## src/nsf_pkg.sv

```systemverilog
`default_nettype none
// ----------------------------------------------------------------------------
// NMEA sentence filter package
// Shared payload types, command structure, codes and header character tables.
// ----------------------------------------------------------------------------
package nsf_pkg;

    typedef enum logic {
        OP_RECEIVE = 1'b0,
        OP_READ    = 1'b1
    } op_t;

    localparam logic [7:0] CHAR_DOLLAR = 8'h24;
    localparam logic [7:0] CHAR_CR     = 8'h0D;
    localparam int         HDR_LEN     = 6;

    typedef struct packed {
        op_t        operation;
        logic [7:0] rx_byte;
        logic [6:0] read_index;
    } nsf_in_t;

    typedef struct packed {
        logic       sentence_done;
        logic [6:0] sentence_length;
        logic [7:0] read_data;
    } nsf_out_t;

    // Control bits of one command passed from the front end to the back end.
    typedef struct packed {
        logic write_en;
        logic read_en;
        logic done;
    } nsf_ctrl_t;

    // Expected characters of "$GPGGA" by position.
    function automatic logic [7:0] gga_char(input logic [2:0] pos);
        logic [7:0] c;
        case (pos)
            3'd0:    c = 8'h24;
            3'd1:    c = 8'h47;
            3'd2:    c = 8'h50;
            3'd3:    c = 8'h47;
            3'd4:    c = 8'h47;
            3'd5:    c = 8'h41;
            default: c = 8'h00;
        endcase
        return c;
    endfunction

    // Expected characters of "$GPRMC" by position.
    function automatic logic [7:0] rmc_char(input logic [2:0] pos);
        logic [7:0] c;
        case (pos)
            3'd0:    c = 8'h24;
            3'd1:    c = 8'h47;
            3'd2:    c = 8'h50;
            3'd3:    c = 8'h52;
            3'd4:    c = 8'h4D;
            3'd5:    c = 8'h43;
            default: c = 8'h00;
        endcase
        return c;
    endfunction

endpackage
`default_nettype wire

```

## src/nsf_stream_if.sv

```systemverilog
`default_nettype none
// ----------------------------------------------------------------------------
// NMEA sentence filter stream interface
// Valid/ready channel carrying one payload item per transfer.
// ----------------------------------------------------------------------------
interface nsf_stream_if #(
    parameter type payload_t = logic
) ();
    logic     valid;
    logic     ready;
    payload_t data;

    modport source (output valid, output data, input ready);
    modport sink   (input valid, input data, output ready);
endinterface
`default_nettype wire

```

## src/nsf_front.sv

```systemverilog
`default_nettype none
// ----------------------------------------------------------------------------
// NMEA sentence filter front end
// Accepts items, tracks the sentence being received, matches the header and
// turns every item into one memory command for the back end.
// ----------------------------------------------------------------------------
module nsf_front
    import nsf_pkg::*;
#(
    parameter int BUF_DEPTH = 128,
    parameter int CNT_W     = $clog2(BUF_DEPTH),
    parameter int ADDR_W    = CNT_W + 1
) (
    input  logic               clk,
    input  logic               rst_n,
    nsf_stream_if.sink         req,
    output logic               cmd_valid,
    input  logic               cmd_ready,
    output nsf_ctrl_t          cmd_ctrl,
    output logic [ADDR_W-1:0]  cmd_addr,
    output logic [7:0]         cmd_wdata,
    output logic [6:0]         cmd_len
);

    localparam int IDX_W = (CNT_W > 7) ? CNT_W : 7;

    logic [CNT_W-1:0] fill_count_reg, fill_count_next;
    logic             fill_half_reg, fill_half_next;
    logic [CNT_W-1:0] fin_len_reg, fin_len_next;
    logic             gga_ok_reg, gga_ok_next;
    logic             rmc_ok_reg, rmc_ok_next;

    logic             fire;
    logic             gga_m, rmc_m;
    logic [CNT_W-1:0] cnt_inc;
    logic [IDX_W-1:0] idx_w;
    logic [7:0]       ch;

    assign req.ready = cmd_ready;
    assign cmd_valid = req.valid;
    assign fire      = req.valid && req.ready;
    assign ch        = req.data.rx_byte;
    assign cmd_wdata = ch;
    assign cmd_len   = 7'(fin_len_next);

    always_comb
    begin
        fill_count_next = fill_count_reg;
        fill_half_next  = fill_half_reg;
        fin_len_next    = fin_len_reg;
        gga_ok_next     = gga_ok_reg;
        rmc_ok_next     = rmc_ok_reg;
        cmd_ctrl        = '0;
        cmd_addr        = '0;
        cnt_inc         = fill_count_reg + 1'b1;
        idx_w           = IDX_W'(req.data.read_index);
        // The first header position starts a fresh match; later ones extend it.
        gga_m = ((fill_count_reg == '0) || gga_ok_reg)
                && (ch == gga_char(fill_count_reg[2:0]));
        rmc_m = ((fill_count_reg == '0) || rmc_ok_reg)
                && (ch == rmc_char(fill_count_reg[2:0]));

        if (req.data.operation == OP_READ)
        begin
            cmd_ctrl.read_en = (idx_w < IDX_W'(fin_len_reg));
            cmd_addr         = {~fill_half_reg, idx_w[CNT_W-1:0]};
        end
        else if (!((fill_count_reg == '0) && (ch != CHAR_DOLLAR)))
        begin
            cmd_ctrl.write_en = 1'b1;
            cmd_addr          = {fill_half_reg, fill_count_reg};
            if (fill_count_reg < CNT_W'(HDR_LEN))
            begin
                gga_ok_next = gga_m;
                rmc_ok_next = rmc_m;
            end
            if ((fill_count_reg == CNT_W'(HDR_LEN - 1)) && !(gga_m || rmc_m))
            begin
                fill_count_next = '0;
            end
            else if ((fill_count_reg > CNT_W'(HDR_LEN - 1)) && (ch == CHAR_CR))
            begin
                fin_len_next    = cnt_inc;
                fill_half_next  = ~fill_half_reg;
                fill_count_next = '0;
                cmd_ctrl.done   = 1'b1;
            end
            else if (cnt_inc == CNT_W'(BUF_DEPTH - 1))
            begin
                // Sentence too long for one half: drop it silently.
                fill_count_next = '0;
            end
            else
            begin
                fill_count_next = cnt_inc;
            end
        end
    end

    always_ff @(posedge clk or negedge rst_n)
    begin
        if (!rst_n)
        begin
            fill_count_reg <= '0;
            fill_half_reg  <= 1'b0;
            fin_len_reg    <= '0;
            gga_ok_reg     <= 1'b0;
            rmc_ok_reg     <= 1'b0;
        end
        else if (fire)
        begin
            fill_count_reg <= fill_count_next;
            fill_half_reg  <= fill_half_next;
            fin_len_reg    <= fin_len_next;
            gga_ok_reg     <= gga_ok_next;
            rmc_ok_reg     <= rmc_ok_next;
        end
    end

`ifndef NO_ASSERTIONS
    a_done_swaps_half: assert property (@(posedge clk) disable iff (!rst_n)
        fire && cmd_ctrl.done |=> fill_half_reg != $past(fill_half_reg))
        else $error("completed sentence did not swap buffer halves");

    a_count_bounded: assert property (@(posedge clk) disable iff (!rst_n)
        fill_count_reg < CNT_W'(BUF_DEPTH - 1))
        else $error("fill count reached the overflow limit");

    a_one_access: assert property (@(posedge clk) disable iff (!rst_n)
        cmd_valid |-> !(cmd_ctrl.write_en && cmd_ctrl.read_en))
        else $error("command both writes and reads the store");

    a_len_stable: assert property (@(posedge clk) disable iff (!rst_n)
        fire && !cmd_ctrl.done |=> fin_len_reg == $past(fin_len_reg))
        else $error("latched length changed without a completed sentence");
`endif

endmodule
`default_nettype wire

```

## src/nsf_queue.sv

```systemverilog
`default_nettype none
// ----------------------------------------------------------------------------
// NMEA sentence filter command queue
// Two-entry queue decoupling the front end from the back end.
// ----------------------------------------------------------------------------
module nsf_queue
    import nsf_pkg::*;
#(
    parameter int ADDR_W = 8
) (
    input  logic               clk,
    input  logic               rst_n,
    input  logic               push_valid,
    output logic               push_ready,
    input  nsf_ctrl_t          push_ctrl,
    input  logic [ADDR_W-1:0]  push_addr,
    input  logic [7:0]         push_wdata,
    input  logic [6:0]         push_len,
    output logic               pop_valid,
    input  logic               pop_ready,
    output nsf_ctrl_t          pop_ctrl,
    output logic [ADDR_W-1:0]  pop_addr,
    output logic [7:0]         pop_wdata,
    output logic [6:0]         pop_len
);

    nsf_ctrl_t         ctrl_q  [2];
    logic [ADDR_W-1:0] addr_q  [2];
    logic [7:0]        wdata_q [2];
    logic [6:0]        len_q   [2];

    logic       wr_ptr_reg, rd_ptr_reg;
    logic [1:0] count_reg;
    logic       push, pop;

    assign push_ready = (count_reg != 2'd2);
    assign pop_valid  = (count_reg != 2'd0);
    assign push       = push_valid && push_ready;
    assign pop        = pop_valid && pop_ready;

    assign pop_ctrl  = ctrl_q[rd_ptr_reg];
    assign pop_addr  = addr_q[rd_ptr_reg];
    assign pop_wdata = wdata_q[rd_ptr_reg];
    assign pop_len   = len_q[rd_ptr_reg];

    always_ff @(posedge clk)
    begin
        if (push)
        begin
            ctrl_q[wr_ptr_reg]  <= push_ctrl;
            addr_q[wr_ptr_reg]  <= push_addr;
            wdata_q[wr_ptr_reg] <= push_wdata;
            len_q[wr_ptr_reg]   <= push_len;
        end
    end

    always_ff @(posedge clk or negedge rst_n)
    begin
        if (!rst_n)
        begin
            wr_ptr_reg <= 1'b0;
            rd_ptr_reg <= 1'b0;
            count_reg  <= 2'd0;
        end
        else
        begin
            if (push)
            begin
                wr_ptr_reg <= ~wr_ptr_reg;
            end
            if (pop)
            begin
                rd_ptr_reg <= ~rd_ptr_reg;
            end
            case ({push, pop})
                2'b10:   count_reg <= count_reg + 2'd1;
                2'b01:   count_reg <= count_reg - 2'd1;
                default: count_reg <= count_reg;
            endcase
        end
    end

endmodule
`default_nettype wire

```

## src/nsf_back.sv

```systemverilog
`default_nettype none
// ----------------------------------------------------------------------------
// NMEA sentence filter back end
// Executes queued commands on the two-half sentence store and registers the
// result item toward the output channel.
// ----------------------------------------------------------------------------
module nsf_back
    import nsf_pkg::*;
#(
    parameter int ADDR_W = 8
) (
    input  logic               clk,
    input  logic               rst_n,
    input  logic               cmd_valid,
    output logic               cmd_ready,
    input  nsf_ctrl_t          cmd_ctrl,
    input  logic [ADDR_W-1:0]  cmd_addr,
    input  logic [7:0]         cmd_wdata,
    input  logic [6:0]         cmd_len,
    nsf_stream_if.source       rsp
);

    localparam int MEM_DEPTH = 2 ** ADDR_W;

    logic [7:0] store_mem [MEM_DEPTH];
    logic [7:0] rd_data_reg;

    logic       out_valid_reg;
    logic       out_done_reg;
    logic       out_read_reg;
    logic [6:0] out_len_reg;
    logic       take;

    // The output register frees up when its result is transferred.
    assign cmd_ready = !out_valid_reg || rsp.ready;
    assign take      = cmd_valid && cmd_ready;

    always_ff @(posedge clk)
    begin
        if (take && cmd_ctrl.write_en)
        begin
            store_mem[cmd_addr] <= cmd_wdata;
        end
        if (take && cmd_ctrl.read_en)
        begin
            rd_data_reg <= store_mem[cmd_addr];
        end
        if (take)
        begin
            out_done_reg <= cmd_ctrl.done;
            out_read_reg <= cmd_ctrl.read_en;
            out_len_reg  <= cmd_len;
        end
    end

    always_ff @(posedge clk or negedge rst_n)
    begin
        if (!rst_n)
        begin
            out_valid_reg <= 1'b0;
        end
        else if (cmd_ready)
        begin
            out_valid_reg <= cmd_valid;
        end
    end

    assign rsp.valid                = out_valid_reg;
    assign rsp.data.sentence_done   = out_done_reg;
    assign rsp.data.sentence_length = out_len_reg;
    assign rsp.data.read_data       = out_read_reg ? rd_data_reg : 8'h00;

endmodule
`default_nettype wire

```

## src/nmea_sentence_filter_receiver.sv

```systemverilog
`default_nettype none
// ----------------------------------------------------------------------------
// NMEA sentence filter receiver
// Collects "$GPGGA" and "$GPRMC" sentences into a double buffer and serves
// byte reads of the last finished sentence.
// ----------------------------------------------------------------------------
// One item is accepted per clock cycle while the command queue has room;
// every item yields one result, registered by the back end. The rate is set
// by the single port of the sentence store, which each item uses at most once,
// and by the two-entry command queue between the header matcher and the store,
// which lets the input keep flowing while a result waits to be taken. The
// store needs no clearing pass: only bytes below the latched sentence length
// are ever read, and those were written by that sentence.
module nmea_sentence_filter_receiver
    import nsf_pkg::*;
#(
    parameter int BUF_DEPTH = 128
) (
    input  logic         clk,
    input  logic         rst_n,
    nsf_stream_if.sink   req,
    nsf_stream_if.source rsp
);

    localparam int CNT_W  = $clog2(BUF_DEPTH);
    localparam int ADDR_W = CNT_W + 1;

    logic              f_valid, f_ready;
    nsf_ctrl_t         f_ctrl;
    logic [ADDR_W-1:0] f_addr;
    logic [7:0]        f_wdata;
    logic [6:0]        f_len;

    logic              b_valid, b_ready;
    nsf_ctrl_t         b_ctrl;
    logic [ADDR_W-1:0] b_addr;
    logic [7:0]        b_wdata;
    logic [6:0]        b_len;

    nsf_front #(
        .BUF_DEPTH (BUF_DEPTH),
        .CNT_W     (CNT_W),
        .ADDR_W    (ADDR_W)
    ) u_front (
        .clk       (clk),
        .rst_n     (rst_n),
        .req       (req),
        .cmd_valid (f_valid),
        .cmd_ready (f_ready),
        .cmd_ctrl  (f_ctrl),
        .cmd_addr  (f_addr),
        .cmd_wdata (f_wdata),
        .cmd_len   (f_len)
    );

    nsf_queue #(
        .ADDR_W (ADDR_W)
    ) u_queue (
        .clk        (clk),
        .rst_n      (rst_n),
        .push_valid (f_valid),
        .push_ready (f_ready),
        .push_ctrl  (f_ctrl),
        .push_addr  (f_addr),
        .push_wdata (f_wdata),
        .push_len   (f_len),
        .pop_valid  (b_valid),
        .pop_ready  (b_ready),
        .pop_ctrl   (b_ctrl),
        .pop_addr   (b_addr),
        .pop_wdata  (b_wdata),
        .pop_len    (b_len)
    );

    nsf_back #(
        .ADDR_W (ADDR_W)
    ) u_back (
        .clk       (clk),
        .rst_n     (rst_n),
        .cmd_valid (b_valid),
        .cmd_ready (b_ready),
        .cmd_ctrl  (b_ctrl),
        .cmd_addr  (b_addr),
        .cmd_wdata (b_wdata),
        .cmd_len   (b_len),
        .rsp       (rsp)
    );

endmodule
`default_nettype wire

```

## src/flat_wrapper.sv

```systemverilog
// flat-port wrapper written by rule: the top's interface ports become plain ports
module nmea_sentence_filter_receiver_flat import nsf_pkg::*;
#(
    parameter int BUF_DEPTH = 128
)
  (clk, rst_n, req_valid, req_data, req_ready, rsp_valid, rsp_data, rsp_ready);
  nsf_stream_if #(.payload_t(nsf_in_t)) req_i ();
  nsf_stream_if #(.payload_t(nsf_out_t)) rsp_i ();
  input  logic clk;
  input  logic rst_n;
  input wire logic [$bits(req_i.valid)-1:0] req_valid;
  input wire logic [$bits(req_i.data)-1:0] req_data;
  output wire logic [$bits(req_i.ready)-1:0] req_ready;
  output wire logic [$bits(rsp_i.valid)-1:0] rsp_valid;
  output wire logic [$bits(rsp_i.data)-1:0] rsp_data;
  input wire logic [$bits(rsp_i.ready)-1:0] rsp_ready;
  assign req_i.valid = req_valid;
  assign req_i.data = req_data;
  assign req_ready = req_i.ready;
  assign rsp_valid = rsp_i.valid;
  assign rsp_data = rsp_i.data;
  assign rsp_i.ready = rsp_ready;
  nmea_sentence_filter_receiver #(.BUF_DEPTH(BUF_DEPTH)) u_core (.clk(clk), .rst_n(rst_n), .req(req_i), .rsp(rsp_i));
endmodule
```

## config.mk

```make
export PLATFORM = sky130hd
export DESIGN_NAME = nmea_sentence_filter_receiver_flat
export DESIGN_NICKNAME = d
export VERILOG_FILES = /design/src/nsf_pkg.sv /design/src/nsf_stream_if.sv /design/src/nsf_front.sv /design/src/nsf_queue.sv /design/src/nsf_back.sv /design/src/nmea_sentence_filter_receiver.sv /design/src/flat_wrapper.sv
export SDC_FILE = /design/constraint.sdc
export NUM_CORES = 2
export LEC_CHECK = 0
export BUFFER_PORTS_ARGS = -buffer_cell sky130_fd_sc_hd__buf_4
export CORE_ASPECT_RATIO = 1.5
export CORE_MARGIN = 3
export CORE_UTILIZATION = 48
export DETAILED_ROUTE_END_ITERATION = 8
export SYNTH_ARGS = -nofsm -noshare
export SYNTH_HDL_FRONTEND = slang
export SYNTH_HIERARCHICAL = 1
export SYNTH_SLANG_ARGS = --single-unit
```

## constraint.sdc

```tcl
create_clock -name clk -period 3.65 [get_ports clk]
set_input_delay 1.095 -clock clk [delete_from_list [all_inputs] [get_ports clk]]
set_output_delay 1.095 -clock clk [all_outputs]
set_load 0.05 [all_outputs]
```

==> impl_metrics.toml <==
[global_routing]
antenna_found_initial = 6
grtUsageTotal_pct = 24.3
overflow = 0
grt_pass1_vias = 42700
grt_max_degree = 136
grt_pass1_wl_mm = 307

[pwr]
p_seq_share_pct = 42.2
switching_share_pct = 31.5
pwr_density_cell_mw_per_mm2 = 759
ir_drop_mv = 0.583
p_comb_share_pct = 31.4
p_switching_w = 0.0229
power.share.clock_pct = 26.4
p_int_w = 0.0499
power_w = 0.0728
p_leak_nw = 30.6

[route]
wirelength_mm = 213
drt-pass1-iter-count = 5
ant_nets = 0
vias = 41600
vias_per_cell = 6.10
drc = 0
routedWlPerCell_um = 31.3
drt_iter0_drc = 4072

[setup_path]
cp-start-kind = "flip-flop"
cp-end-kind = "flip-flop"
crit_chain = "mux2_8, buf_12, buf_12, buf_16, buf_4, mux4_2, a22oi_1, a21oi_1, o41ai_2, buf_4, nand4_1"
cp_max_fo = 21
arrival_ps = 4110
slowest_stage = "mux4_2"
path_class = "flip-flop to flip-flop"
cp_slowest_stage_delay_ps = 520
cp_num_buf_inv = 5
critPathRequiredTime_ps = 4200
critical_path.top_delay_family = "buffers and inverters"

[placement]
dp_cells = 6458
io_buffers = 37
hpwlAfterDp_mm = 136
place_congestion = 0.826

[floorplan]
die-area_mm2 = 0.177
core.rowCount = 185
num_io_pins = 38
core_area_mm2 = 0.170
die_w_um = 345
die_h_um = 514
initial_core_util_pct = 48.5

[finish]
layout_common_cells = "edfxtp_1 (2117), buf_4 (550), mux4_2 (512), nor2_1 (274), a22oi_1 (253)"
final_common_cell = "edfxtp_1"
finalNonFillerCells = 6822
syn_to_final_growth_pct = 16.2
largest_reg_flops = 2048
num-fill-cells = 12700
layout-drive-gt1-share_pct = 32.2
top_regs = "u_core/u_back/store_mem (2048), u_core/u_queue/addr_q (16), u_core/u_queue/wdata_q (16)"
nets = 4443
regMostFlops = "u_core/u_back/store_mem"

[clocking]
clock_latency_ps = 820
cts.sinks = 2139
htreeDepth = 4
cts-root-buf = "clkbuf_16"
clkTransAtPathRegs_ps = 70
numCtsBuffers = 187
clock_path_buffers = 3
cts_tree = "built"

[sta]
slew_viol_final = 0
skew_ps = 31.8
fmax_mhz = 280
rsz0062_at_grt = "no"
min_period_ps = 3570
hold_viol_final = 0
slew_headroom_pct = 24.8
fin_crit_sh_pct = 97.7
finalSetupViolCount = 0
finalSetupTns_ps = 0
tightestPinTransition_ps = 1130

[synthesis]
synth-seq-area-share_pct = 77.7
synth_area_per_cell_um2 = 21.4
synth-seq-cells = 2139
synth_ff_type = "edfxtp_1"
ys_types = 59
syn_area_mm2 = 0.0825
syn-num-nets = 3886
synthCells = 3853
yosys_warnings = 6
synth-edff-count = 2117
async_reset_ff_share_pct = 1.03

[outcome]
status = "completed"

[run]
max-cap-violations = 0

[hold_path]
min_path_type = "primary input to asynchronous set/reset pin"
layout make-up:
cell class,instances,area (um2),share of cell area (%)
clock buffers,239,5000,5.22
diodes,5,12.5,0.0130
clock inverters,113,872,0.909
multi-input cells,1454,17600,18.4
repair buffers,615,5440,5.67
well taps,2244,2810,2.93
flip-flops and latches,2139,64100,66.9
inverters,13,48.8,0.0509
worst paths after layout:
check                           slack, ps  cells after the start                                to                          from
worst max-delay path                   80                     11      u_core/u_back/rd_data_reg[5]     u_core/u_queue/rd_ptr_reg
worst min-delay path                  210                      1  u_core/u_front/fill_count_reg[5]                         rst_n
worst max register to register         80                     11      u_core/u_back/rd_data_reg[5]     u_core/u_queue/rd_ptr_reg
worst min register to register        480                      1      u_core/u_front/fill_half_reg  u_core/u_front/fill_half_reg
max in group asynchronous            3170                      1         u_core/u_queue/rd_ptr_reg                         rst_n
min in group clk                      480                      1      u_core/u_front/fill_half_reg  u_core/u_front/fill_half_reg
power by group through the flow:
| stage | Combinational, W | Clock [W] | Sequential [W] |
|---|---|---|---|
| 2_1_floorplan | 0.0127 | 0 | 0.0315 |
| 3_3_place_gp | 0.0225 | 0 | 0.0312 |
| 3_5_place_dp | 0.0228 | 0 | 0.0312 |
| 4_1_cts | 0.0231 | 0.0196 | 0.0307 |
| 5_1_grt | 0.0241 | 0.0205 | 0.0307 |
| 6_report | 0.0229 | 0.0192 | 0.0307 |
layer usage:
metal | global-route usage [%] | up-vias | wire, um
met3 | 3.19 | 331 | 11900
met2 | 42.1 | 1532 | 113000
li1 | - | 17300 | -
met5 | 0 | - | 8
met4 | 8.82 | 2 | 7880
met1 | 31.6 | 22500 | 80400
through the flow:
| stage | utilization (%) | hold slack, ps | worst slack, ps | instance area, um2 |
|---|---|---|---|---|
| 2_1_floorplan | - | 450 | 586 | 82500 |
| 3_3_place_gp | 52.7 | 464 | -560 | 89700 |
| 3_5_place_dp | 52.7 | 469 | -551 | 89700 |
| 4_1_cts | 56.3 | 149 | 7.20 | 95800 |
| 5_1_grt | 56.4 | 188 | 2.96 | 95900 |
| 6_report | 56.4 | 205 | 83.6 | 95900 |
cell families after synthesis:
family                   Yosys count  synth area share, %
AO/OA/AOI/OAI                    471                 3.89
XOR/XNOR                          13                0.138
adder cells (fa/ha/maj)           13                0.197
buffers and inverters            260                 1.45
flip-flops                      2139                 77.7
multiplexers                     546                 14.4
AND/OR/NAND/NOR                  411                 2.17
cell usage after synthesis (10+ instances only):
cell | number | share of area [%]
and2_1 | 14 | 0.11
buf_6 | 10 | 0.14
o41ai_1 | 32 | 0.34
buf_1 | 17 | 0.077
a22oi_1 | 256 | 2.3
mux4_2 | 512 | 14
buf_4 | 24 | 0.22
clkbuf_1 | 149 | 0.68
ha_1 | 13 | 0.20
buf_2 | 47 | 0.29
dfrtp_1 | 22 | 0.67
o21ai_0 | 14 | 0.085
edfxtp_1 | 2117 | 77
inv_1 | 13 | 0.059
a21oi_1 | 137 | 0.83
nand2_1 | 56 | 0.25
nor2_1 | 276 | 1.3
mux2_2 | 33 | 0.45
worst register-to-register path, stage by stage, from the launching register on:
cell	delay [ps]
dfrtp_1	400
mux2_8	370
buf_12	160
buf_12	230
buf_16	210
buf_4	200
mux4_2	520
a22oi_1	300
a21oi_1	210
o41ai_2	400
buf_4	240
nand4_1	90
timing repair:
item / CTS / global route
hold buffers: 0 / 0
setup buffers: 5 / 0
gates resized for setup: 18 / 12
cloned: 0 / 2
setup endpoints to repair: 8 / 76
pin swaps: 0 / 2
hold endpoints to repair: 0 / 0
(Power assumes the default switching activity.)
